`src/rtl/touch_calibrate_gesture_detect_core_macros.svh`:
```
// assertion macros shared by the touch gesture detect modules
`ifndef TOUCH_CALIBRATE_GESTURE_DETECT_CORE_MACROS_SVH
`define TOUCH_CALIBRATE_GESTURE_DETECT_CORE_MACROS_SVH

`ifndef SYNTH

// property that must hold in the same cycle as its trigger
`define TCGD_ASSERT_NOW(name, clk, rst_n, ante, cons) \
    name: assert property (@(posedge clk) disable iff (!rst_n) (ante) |-> (cons)) \
        else $error("tcgd assertion failed");

// property that must hold in the cycle after its trigger
`define TCGD_ASSERT_NEXT(name, clk, rst_n, ante, cons) \
    name: assert property (@(posedge clk) disable iff (!rst_n) (ante) |=> (cons)) \
        else $error("tcgd assertion failed");

`else

`define TCGD_ASSERT_NOW(name, clk, rst_n, ante, cons)
`define TCGD_ASSERT_NEXT(name, clk, rst_n, ante, cons)

`endif

`endif

```
`src/rtl/tcgd_pkg.sv`:
```
// shared types and constants for the touch gesture detect core
`default_nettype none

package tcgd_pkg;

    // field widths
    localparam int RAW_W     = 12;
    localparam int TIME_W    = 32;
    localparam int PIX_X_W   = 9;
    localparam int PIX_Y_W   = 8;
    localparam int GEST_W    = 3;
    localparam int THR_PIX_W = 9;
    localparam int THR_MS_W  = 16;
    localparam int CFG_IDX_W = 3;
    localparam int CFG_DAT_W = 16;

    // register indexes
    localparam logic [CFG_IDX_W-1:0] REG_RAW_X_LOW   = 3'd0;
    localparam logic [CFG_IDX_W-1:0] REG_RAW_X_HIGH  = 3'd1;
    localparam logic [CFG_IDX_W-1:0] REG_RAW_Y_LOW   = 3'd2;
    localparam logic [CFG_IDX_W-1:0] REG_RAW_Y_HIGH  = 3'd3;
    localparam logic [CFG_IDX_W-1:0] REG_SWIPE_MIN   = 3'd4;
    localparam logic [CFG_IDX_W-1:0] REG_TAP_MAX_PIX = 3'd5;
    localparam logic [CFG_IDX_W-1:0] REG_TAP_MAX_MS  = 3'd6;

    // register reset values
    localparam logic [RAW_W-1:0]     RST_RAW_LOW     = 12'd300;
    localparam logic [RAW_W-1:0]     RST_RAW_HIGH    = 12'd3800;
    localparam logic [THR_PIX_W-1:0] RST_SWIPE_MIN   = 9'd40;
    localparam logic [THR_PIX_W-1:0] RST_TAP_MAX_PIX = 9'd20;
    localparam logic [THR_MS_W-1:0]  RST_TAP_MAX_MS  = 16'd450;

    // gesture codes
    localparam logic [GEST_W-1:0] GEST_NONE        = 3'd0;
    localparam logic [GEST_W-1:0] GEST_SWIPE_LEFT  = 3'd1;
    localparam logic [GEST_W-1:0] GEST_SWIPE_RIGHT = 3'd2;
    localparam logic [GEST_W-1:0] GEST_SWIPE_UP    = 3'd3;
    localparam logic [GEST_W-1:0] GEST_SWIPE_DOWN  = 3'd4;
    localparam logic [GEST_W-1:0] GEST_TAP         = 3'd5;

    // one poll of the touch controller
    typedef struct packed {
        logic              touch_present;
        logic [RAW_W-1:0]  raw_x;
        logic [RAW_W-1:0]  raw_y;
        logic [TIME_W-1:0] now_ms;
    } in_item_t;

    // one result
    typedef struct packed {
        logic [PIX_X_W-1:0] pixel_x;
        logic [PIX_Y_W-1:0] pixel_y;
        logic               pressed;
        logic [GEST_W-1:0]  gesture;
    } out_item_t;

    // controller to datapath
    typedef struct packed {
        logic load_in;
        logic map;
        logic axis_y;
        logic div_step;
        logic store_x;
        logic store_y;
        logic finish;
    } ctrl_cmd_t;

    // datapath to controller
    typedef struct packed {
        logic touched;
        logic active;
        logic div_last;
        logic out_free;
    } dp_status_t;

endpackage

`default_nettype wire

```
`src/rtl/tcgd_ctrl.sv`:
```
// sequencing controller for the touch gesture detect core
`default_nettype none
`include "touch_calibrate_gesture_detect_core_macros.svh"

module tcgd_ctrl
    import tcgd_pkg::*;
(
    input  wire logic       aclk,
    input  wire logic       aresetn,
    input  wire logic       s_valid,
    output logic            s_ready,
    input  wire dp_status_t status,
    output ctrl_cmd_t       cmd
);

    typedef enum logic [2:0] {
        ST_IDLE,
        ST_DISPATCH,
        ST_MAP_X,
        ST_DIV_X,
        ST_MAP_Y,
        ST_DIV_Y,
        ST_STORE_Y,
        ST_DONE
    } state_t;

    state_t state_reg;
    state_t state_next;

    assign s_ready = (state_reg == ST_IDLE);

    // command decode and next state
    always_comb begin
        cmd        = '0;
        state_next = state_reg;
        unique case (state_reg)
            ST_IDLE: begin
                cmd.load_in = s_valid;
                if (s_valid) begin
                    state_next = ST_DISPATCH;
                end
            end
            ST_DISPATCH: begin
                if (status.touched) begin
                    state_next = ST_MAP_X;
                end else if (status.active) begin
                    state_next = ST_DONE;
                end else begin
                    state_next = ST_IDLE;
                end
            end
            ST_MAP_X: begin
                cmd.map    = 1'b1;
                state_next = ST_DIV_X;
            end
            ST_DIV_X: begin
                cmd.div_step = 1'b1;
                if (status.div_last) begin
                    state_next = ST_MAP_Y;
                end
            end
            ST_MAP_Y: begin
                cmd.store_x = 1'b1;
                cmd.map     = 1'b1;
                cmd.axis_y  = 1'b1;
                state_next  = ST_DIV_Y;
            end
            ST_DIV_Y: begin
                cmd.div_step = 1'b1;
                cmd.axis_y   = 1'b1;
                if (status.div_last) begin
                    state_next = ST_STORE_Y;
                end
            end
            ST_STORE_Y: begin
                cmd.store_y = 1'b1;
                cmd.axis_y  = 1'b1;
                state_next  = ST_DONE;
            end
            ST_DONE: begin
                cmd.finish = status.out_free;
                if (status.out_free) begin
                    state_next = ST_IDLE;
                end
            end
            default: begin
                state_next = ST_IDLE;
            end
        endcase
    end

    // state register
    always_ff @(posedge aclk) begin
        if (!aresetn) begin
            state_reg <= ST_IDLE;
        end else begin
            state_reg <= state_next;
        end
    end

    // checks
    `TCGD_ASSERT_NOW(a_finish_needs_room, aclk, aresetn, cmd.finish, status.out_free)
    `TCGD_ASSERT_NEXT(a_busy_after_transfer, aclk, aresetn, cmd.load_in, !s_ready)
    `TCGD_ASSERT_NEXT(a_map_then_divide, aclk, aresetn, cmd.map, cmd.div_step)

endmodule

`default_nettype wire

```
`src/rtl/tcgd_datapath.sv`:
```
// calibration mapper, shared divider, gesture classifier and result register
`default_nettype none
`include "touch_calibrate_gesture_detect_core_macros.svh"

module tcgd_datapath
    import tcgd_pkg::*;
#(
    parameter int SCREEN_WIDTH  = 320,
    parameter int SCREEN_HEIGHT = 240
) (
    input  wire logic                 aclk,
    input  wire logic                 aresetn,
    input  wire in_item_t             s_data,
    output logic                      m_valid,
    input  wire logic                 m_ready,
    output out_item_t                 m_data,
    input  wire logic                 cfg_we,
    input  wire logic [CFG_IDX_W-1:0] cfg_index,
    input  wire logic [CFG_DAT_W-1:0] cfg_wdata,
    input  wire ctrl_cmd_t            cmd,
    output dp_status_t                status
);

    localparam int MAX_SIZE = (SCREEN_WIDTH > SCREEN_HEIGHT) ? SCREEN_WIDTH : SCREEN_HEIGHT;
    localparam int SW       = $clog2(MAX_SIZE + 1);
    localparam int PW       = RAW_W + SW;
    localparam int QW       = (SW > PIX_X_W) ? SW : PIX_X_W;
    localparam int CW       = $clog2(SW + 1);

    // configuration registers
    logic [RAW_W-1:0]     x_low_reg;
    logic [RAW_W-1:0]     x_high_reg;
    logic [RAW_W-1:0]     y_low_reg;
    logic [RAW_W-1:0]     y_high_reg;
    logic [THR_PIX_W-1:0] swipe_min_reg;
    logic [THR_PIX_W-1:0] tap_pix_reg;
    logic [THR_MS_W-1:0]  tap_ms_reg;

    always_ff @(posedge aclk) begin
        if (!aresetn) begin
            x_low_reg     <= RST_RAW_LOW;
            x_high_reg    <= RST_RAW_HIGH;
            y_low_reg     <= RST_RAW_LOW;
            y_high_reg    <= RST_RAW_HIGH;
            swipe_min_reg <= RST_SWIPE_MIN;
            tap_pix_reg   <= RST_TAP_MAX_PIX;
            tap_ms_reg    <= RST_TAP_MAX_MS;
        end else if (cfg_we) begin
            unique case (cfg_index)
                REG_RAW_X_LOW:   x_low_reg     <= cfg_wdata[RAW_W-1:0];
                REG_RAW_X_HIGH:  x_high_reg    <= cfg_wdata[RAW_W-1:0];
                REG_RAW_Y_LOW:   y_low_reg     <= cfg_wdata[RAW_W-1:0];
                REG_RAW_Y_HIGH:  y_high_reg    <= cfg_wdata[RAW_W-1:0];
                REG_SWIPE_MIN:   swipe_min_reg <= cfg_wdata[THR_PIX_W-1:0];
                REG_TAP_MAX_PIX: tap_pix_reg   <= cfg_wdata[THR_PIX_W-1:0];
                REG_TAP_MAX_MS:  tap_ms_reg    <= cfg_wdata[THR_MS_W-1:0];
                default: begin
                end
            endcase
        end
    end

    // input item capture
    in_item_t in_reg;

    always_ff @(posedge aclk) begin
        if (cmd.load_in) begin
            in_reg <= s_data;
        end
    end

    // clamp and scale the selected axis
    logic [RAW_W-1:0] raw_sel;
    logic [RAW_W-1:0] lo_sel;
    logic [RAW_W-1:0] hi_sel;
    logic [SW-1:0]    size_sel;
    logic [RAW_W-1:0] clamped;
    logic [RAW_W-1:0] offset;
    logic [PW-1:0]    product;

    always_comb begin
        raw_sel  = cmd.axis_y ? in_reg.raw_y : in_reg.raw_x;
        lo_sel   = cmd.axis_y ? y_low_reg : x_low_reg;
        hi_sel   = cmd.axis_y ? y_high_reg : x_high_reg;
        size_sel = cmd.axis_y ? SW'(SCREEN_HEIGHT) : SW'(SCREEN_WIDTH);
        if (raw_sel < lo_sel) begin
            clamped = lo_sel;
        end else if (raw_sel > hi_sel) begin
            clamped = hi_sel;
        end else begin
            clamped = raw_sel;
        end
        offset  = clamped - lo_sel;
        product = PW'(offset) * PW'(size_sel);
    end

    // restoring divider, one quotient bit a cycle; the quotient never
    // exceeds the screen size, so the top bits of the product start as
    // the partial remainder
    logic [RAW_W-1:0] rem_reg;
    logic [SW-1:0]    num_reg;
    logic [RAW_W-1:0] dvsr_reg;
    logic             empty_reg;
    logic [CW-1:0]    cnt_reg;
    logic [RAW_W:0]   trial;
    logic [RAW_W:0]   diff;
    logic             fits;
    logic [QW-1:0]    quo_ext;

    always_comb begin
        trial   = {rem_reg, num_reg[SW-1]};
        diff    = trial - {1'b0, dvsr_reg};
        fits    = (trial >= {1'b0, dvsr_reg});
        quo_ext = QW'(num_reg);
    end

    always_ff @(posedge aclk) begin
        if (cmd.map) begin
            rem_reg   <= product[PW-1:SW];
            num_reg   <= product[SW-1:0];
            dvsr_reg  <= hi_sel - lo_sel;
            empty_reg <= (hi_sel <= lo_sel);
            cnt_reg   <= '0;
        end else if (cmd.div_step) begin
            rem_reg <= fits ? diff[RAW_W-1:0] : trial[RAW_W-1:0];
            num_reg <= {num_reg[SW-2:0], fits};
            cnt_reg <= cnt_reg + CW'(1);
        end
    end

    // mapped point of the current poll
    logic [PIX_X_W-1:0] px_reg;
    logic [PIX_Y_W-1:0] py_reg;

    always_ff @(posedge aclk) begin
        if (cmd.store_x) begin
            px_reg <= empty_reg ? '0 : quo_ext[PIX_X_W-1:0];
        end
        if (cmd.store_y) begin
            py_reg <= empty_reg ? '0 : quo_ext[PIX_Y_W-1:0];
        end
    end

    // touch tracking state
    logic               active_reg;
    logic [PIX_X_W-1:0] start_x_reg;
    logic [PIX_Y_W-1:0] start_y_reg;
    logic [TIME_W-1:0]  start_time_reg;
    logic [PIX_X_W-1:0] last_x_reg;
    logic [PIX_Y_W-1:0] last_y_reg;

    // release classification
    logic [PIX_X_W:0]   dx;
    logic [PIX_Y_W:0]   dy;
    logic [PIX_X_W-1:0] ax;
    logic [PIX_X_W-1:0] ay;
    logic [TIME_W-1:0]  duration;
    logic [GEST_W-1:0]  gesture;

    always_comb begin
        dx       = {1'b0, last_x_reg} - {1'b0, start_x_reg};
        dy       = {1'b0, last_y_reg} - {1'b0, start_y_reg};
        ax       = dx[PIX_X_W] ? PIX_X_W'((PIX_X_W+1)'(0) - dx) : dx[PIX_X_W-1:0];
        ay       = dy[PIX_Y_W] ? PIX_X_W'((PIX_Y_W+1)'(0) - dy) : PIX_X_W'(dy[PIX_Y_W-1:0]);
        duration = in_reg.now_ms - start_time_reg;
        if (ax > swipe_min_reg && ax > ay) begin
            gesture = dx[PIX_X_W] ? GEST_SWIPE_LEFT : GEST_SWIPE_RIGHT;
        end else if (ay > swipe_min_reg && ay > ax) begin
            gesture = dy[PIX_Y_W] ? GEST_SWIPE_UP : GEST_SWIPE_DOWN;
        end else if (duration < TIME_W'(tap_ms_reg) && ax < tap_pix_reg && ay < tap_pix_reg) begin
            gesture = GEST_TAP;
        end else begin
            gesture = GEST_NONE;
        end
    end

    // state update on result
    always_ff @(posedge aclk) begin
        if (!aresetn) begin
            active_reg <= 1'b0;
        end else if (cmd.finish) begin
            active_reg <= in_reg.touch_present;
        end
    end

    always_ff @(posedge aclk) begin
        if (cmd.finish && in_reg.touch_present) begin
            if (!active_reg) begin
                start_x_reg    <= px_reg;
                start_y_reg    <= py_reg;
                start_time_reg <= in_reg.now_ms;
            end
            last_x_reg <= px_reg;
            last_y_reg <= py_reg;
        end
    end

    // result register
    logic      out_valid_reg;
    out_item_t out_reg;

    always_ff @(posedge aclk) begin
        if (!aresetn) begin
            out_valid_reg <= 1'b0;
        end else if (cmd.finish) begin
            out_valid_reg <= 1'b1;
        end else if (m_ready) begin
            out_valid_reg <= 1'b0;
        end
    end

    always_ff @(posedge aclk) begin
        if (cmd.finish) begin
            if (in_reg.touch_present) begin
                out_reg.pixel_x <= px_reg;
                out_reg.pixel_y <= py_reg;
                out_reg.pressed <= 1'b1;
                out_reg.gesture <= GEST_NONE;
            end else begin
                out_reg.pixel_x <= last_x_reg;
                out_reg.pixel_y <= last_y_reg;
                out_reg.pressed <= 1'b0;
                out_reg.gesture <= gesture;
            end
        end
    end

    assign m_valid = out_valid_reg;
    assign m_data  = out_reg;

    // status to controller
    always_comb begin
        status.touched  = in_reg.touch_present;
        status.active   = active_reg;
        status.div_last = (cnt_reg == CW'(SW - 1));
        status.out_free = !out_valid_reg || m_ready;
    end

    // checks
    `TCGD_ASSERT_NOW(a_div_count_bound, aclk, aresetn, cmd.div_step, cnt_reg < CW'(SW))
    `TCGD_ASSERT_NEXT(a_press_sets_active, aclk, aresetn, cmd.finish && in_reg.touch_present, active_reg)
    `TCGD_ASSERT_NOW(a_release_clears_active, aclk, aresetn, out_valid_reg && !out_reg.pressed, !active_reg)

endmodule

`default_nettype wire

```
`src/rtl/touch_calibrate_gesture_detect_core.sv`:
```
// top level of the touch calibration and gesture detect core
//
//  channel   direction  handshake             payload
//  s_        in         s_valid / s_ready     in_item_t  (one touch poll)
//  m_        out        m_valid / m_ready     out_item_t (point, pressed, gesture)
//  cfg_      in         cfg_we                cfg_index, cfg_wdata
//
// a touched poll is mapped by the shared divider, which produces one quotient bit a cycle,
// for X and then for Y; its result is written to the result register after the Y store,
// and the core is ready for the next poll once the result is written.
// a release poll goes from dispatch straight to the result without mapping;
// an idle untouched poll returns to idle and gives no result.
// the result register holds a finished item while the next poll is being mapped;
// a stalled result channel holds the core only once the next result is ready.
// aresetn is synchronous, active low, and restores the default calibration.
`default_nettype none

module touch_calibrate_gesture_detect_core
    import tcgd_pkg::*;
#(
    parameter int SCREEN_WIDTH  = 320,
    parameter int SCREEN_HEIGHT = 240
) (
    input  wire logic                 aclk,
    input  wire logic                 aresetn,
    input  wire logic                 s_valid,
    output logic                      s_ready,
    input  wire in_item_t             s_data,
    output logic                      m_valid,
    input  wire logic                 m_ready,
    output out_item_t                 m_data,
    input  wire logic                 cfg_we,
    input  wire logic [CFG_IDX_W-1:0] cfg_index,
    input  wire logic [CFG_DAT_W-1:0] cfg_wdata
);

    ctrl_cmd_t  cmd;
    dp_status_t status;

    // sequencer
    tcgd_ctrl u_ctrl (
        .aclk    (aclk),
        .aresetn (aresetn),
        .s_valid (s_valid),
        .s_ready (s_ready),
        .status  (status),
        .cmd     (cmd)
    );

    // datapath
    tcgd_datapath #(
        .SCREEN_WIDTH  (SCREEN_WIDTH),
        .SCREEN_HEIGHT (SCREEN_HEIGHT)
    ) u_datapath (
        .aclk      (aclk),
        .aresetn   (aresetn),
        .s_data    (s_data),
        .m_valid   (m_valid),
        .m_ready   (m_ready),
        .m_data    (m_data),
        .cfg_we    (cfg_we),
        .cfg_index (cfg_index),
        .cfg_wdata (cfg_wdata),
        .cmd       (cmd),
        .status    (status)
    );

endmodule

`default_nettype wire

```
`config.mk`:
```
export PLATFORM = sky130hd
export DESIGN_NAME = touch_calibrate_gesture_detect_core
export DESIGN_NICKNAME = d
export VERILOG_FILES = /design/src/rtl/tcgd_pkg.sv /design/src/rtl/tcgd_ctrl.sv /design/src/rtl/tcgd_datapath.sv /design/src/rtl/touch_calibrate_gesture_detect_core.sv
export VERILOG_INCLUDE_DIRS = /design/src /design/src/rtl
export SDC_FILE = /design/constraint.sdc
export NUM_CORES = 1
export LEC_CHECK = 0
export BUFFER_PORTS_ARGS = -buffer_cell sky130_fd_sc_hd__clkbuf_2
export CAP_MARGIN = 10
export CORE_MARGIN = 3
export CORE_UTILIZATION = 50
export CTS_CLUSTER_DIAMETER = 80
export DETAILED_ROUTE_END_ITERATION = 8
export PLACE_DENSITY = 0.81
export SYNTH_ARGS = -nofsm -noshare
export SYNTH_HDL_FRONTEND = slang
export SYNTH_SLANG_ARGS = --single-unit
```
`constraint.sdc`:
```
create_clock -name aclk -period 8.2 [get_ports aclk]
set_input_delay 0 -clock aclk [delete_from_list [all_inputs] [get_ports aclk]]
set_output_delay 0 -clock aclk [all_outputs]
set_load 0.005 [all_outputs]
```
==> impl_metrics.tcl <==
set metrics [dict create \
    outcome "complete, but fails checks" \
    violations "hold timing" \
    synth_top_family_by_area "adder cells" \
    synth_xor_area_share_pct 3.94 \
    r2r-start "u_ctrl.state_reg[2]$_SDFFE_PN0P_" \
    seqPwrFrac_pct 28.6 \
    yosys.area_share.adder_pct 17.6 \
    cts_buffers 31 \
    cp.required_ns 8.50 \
    worst_setup_path_end_kind "register" \
    cpMostUsedCell "ha_1" \
    endpoint "u_datapath.rem_reg[8]$_DFFE_PP_" \
    peakVddDrop_uv 354 \
    critical_path_class "register to register" \
    total_power_w 0.00600 \
    synth_flop_cell "edfxtp_1" \
    clk_pin_slew_ns 0.06 \
    relSlewSlack_pct 33.3 \
    drv_slew 0 \
    cp-start-kind "register" \
    cts_max_path_buffers 3 \
    finalCritPeriodShare_pct 96.1 \
    avgSynthCellArea_um2 9.80 \
    synth.largest_area_cell "edfxtp_1" \
    boundaryPins 104 \
    drc 0 \
    highest_layer "met4" \
    grt_max_degree 88 \
    syn_nets 2250 \
    ys_ff_latch 286 \
    dp_hpwl_um 33200 \
    r2r_slack_ns 0.32 \
    place_congestion 0.937 \
    synth-compound-area-share_pct 15.3 \
    combPwrFrac_pct 47.0 \
    io_buffer_count 103 \
    critPathArrivalTime_ns 8.18 \
    max_stage_delay_ns 0.61 \
    first_global_vias 14894 \
    final_cell_mix "298 x nand2_1, 220 x ha_1, 195 x edfxtp_1" \
    startpoint "u_ctrl.state_reg[2]$_SDFFE_PN0P_" \
    yosysTopAreaCellShare_pct 31.1 \
    r2r_end "u_datapath.rem_reg[8]$_DFFE_PP_" \
    ys_top_cells_by_area "edfxtp_1 31%, ha_1 15%, dfxtp_1 9.7%" \
    wl_met3_um 2320 \
    syn-cell-area_um2 18800 \
    met2_length_um 22800 \
    holdWs_ns -0.0185 \
    synth_cell_type_count 78 \
    cts-root-buf "clkbuf_16" \
    power_switching_w 0.00217 \
    dp.cells 2501 \
    met1Wirelength_um 20500 \
    max_freq_mhz 127 \
    insertedDiodeCount 0 \
    powerDensity_nw_per_um2 270 \
    dr_total_vias 14884 \
    grt_pass1_wl_um 74900 \
    filler_cell_count 2929 \
    insertion_delay_ns 0.58 \
    leakage_nw 9.36 \
    core_um2 36900 \
    syn-instance-count 1920 \
    clkPwrFrac_pct 24.5 \
    synth_edf_count 195 \
    antenna_found_initial 0 \
    drive_gt1_share_pct 12.7 \
    largest_reg_flops 56 \
    cts_tree "built" \
    cts.sinks 286 \
    grt_overflow 0 \
    setup_violations 0 \
    yosys.area_share.simple_pct 14.6 \
    yosysSeqAreaShare_pct 40.8 \
    worst-path-max-fanout 20 \
    synthMuxAreaShare_pct 3.10 \
    grtUsageTotal_pct 23.0 \
    antenna_left 0 \
    die_w_um 200 \
    final_common_cell "nand2_1" \
    drt_pass1_iterations 5 \
    area_growth_pct 18.1 \
    cp_slowest_cell "fa_1" \
    tightestPinTransition_ns 0.999 \
    layout_min_cycle_time_ns 7.88 \
    wire_per_inst_um 17.8 \
    die_area_um2 40000 \
    viasPerCell 5.62 \
    finalHoldViolations 3 \
    die_h_um 200 \
    final_util_pct 60.3 \
    synth_warnings 0 \
    row_count 70 \
    ys_async_sr_fraction_pct 0 \
    fin_nets 2449 \
    layout.cells.non_filler 2648 \
    fin_skew_ns 0.0117 \
    ctsHtreeMaxLevel 1 \
    hp-class "input port to register" \
    cap_viol_max_count 0 \
    swShare_pct 36.2 \
    p_int_w 0.00383 \
    start_util_pct 51.0 \
    reg2reg_depth 35 \
    drt-total-wl_um 47000 \
    drt_iter0_drc 1097 \
]
metal layers:
layer	track usage [%]	vias to the layer above
li1	-	7245
met1	30.3	7069
met2	39.7	475
met3	2.94	95
met4	7.37	0
met5	0	-
area by class of cell:
type	instances	area, µm²	area share, %
Clock buffer	38	843	3.80
Clock inverter	20	225	1.01
Inverter	164	616	2.77
Multi-Input combinational cell	1404	10500	47.0
Sequential cell	286	7680	34.6
Tap cell	504	631	2.84
Timing Repair Buffer	232	1780	7.99
power by group through the flow:
stage          combinational, W  sequential, W  clock (W)
3_3_place_gp            0.00244        0.00174          0
4_1_cts                 0.00258        0.00171    0.00149
5_1_grt                 0.00315        0.00172    0.00155
6_report                0.00282        0.00171    0.00147
2_1_floorplan           0.00199        0.00172          0
3_5_place_dp            0.00250        0.00174          0
Yosys cell counts, drive strengths merged (6+ instances only):
library cell    n
or4             7
and3           12
a21o           37
a31oi           9
or2             6
dfxtp          91
edfxtp        195
a211o           8
o21ai          65
xor2           33
o21bai         14
inv           164
nor2           73
a22oi          10
nand4          24
nor3           27
a21oi          93
mux2i          37
a211oi         16
mux2           19
xnor2          49
nand2         299
ha            223
buf            12
nor2b          40
a2111oi         7
o211ai         22
nand3          50
nand2b         16
nor3b           6
fa             26
clkbuf         54
a21boi         69
and2           17
o21a           23
cell families (layout without fill, tap and decap cells):
family	count (synthesis)	count (layout)
AND/OR/NAND/NOR	597	597
AO/OA/AOI/OAI	419	419
flip-flops	286	286
adder cells (fa/ha/maj)	249	249
buffers and inverters	230	454
XOR/XNOR	83	83
multiplexers	56	56
worst max-delay path, delay by kind of cell, from the launching register on:
kind                       cells  cell delay, ns
AOI/OAI and AO/OA             12            2.18
xor gates and xnor gates       1            0.14
adders and majority gates      7            2.18
buffers and inverters          5            0.84
DFF                            1            0.33
muxes                          2            0.36
and+or+nand+nor                8            1.57
how the worst min path moves through the flow:
stage | slack, ns | from | depth (start not counted) | endpoint
after floorplan | 0.1 | s_data[0] | 0 | u_datapath.in_reg[0]$_DFFE_PP_
after global placement | 0.18 | s_data[19] | 1 | u_datapath.in_reg[19]$_DFFE_PP_
after detailed placement | 0.18 | s_data[48] | 1 | u_datapath.in_reg[48]$_DFFE_PP_
after CTS | 0.02 | aresetn | 3 | u_datapath.x_high_reg[6]$_SDFFE_PN1P_
after global routing | 0.01 | cfg_index[1] | 5 | u_datapath.tap_ms_reg[12]$_SDFFE_PN0P_
final | -0.02 | cfg_index[1] | 5 | u_datapath.tap_ms_reg[11]$_SDFFE_PN0P_
stage by stage:
step                instance area (µm²)  TNS (ns)  worst slack (ns)
floorplan                         18800         0           0.00521
global placement                  20100         0             0.213
detailed placement                20100   -0.0105           -0.0105
CTS                               22000         0            0.0380
global route                      22200   -0.0346           -0.0213
finish                            22200         0             0.320
what timing repair did:
action | CTS | global route
cloned | 1 | 2
buffers inserted | 1 | 4
hold buffers | 80 | 0
hold endpoints to repair | 141 | 0
pin swaps | 1 | 10
endpoints found under the setup margin | 2 | 6
resized for setup | 0 | 35
(Power assumes the default switching activity.)
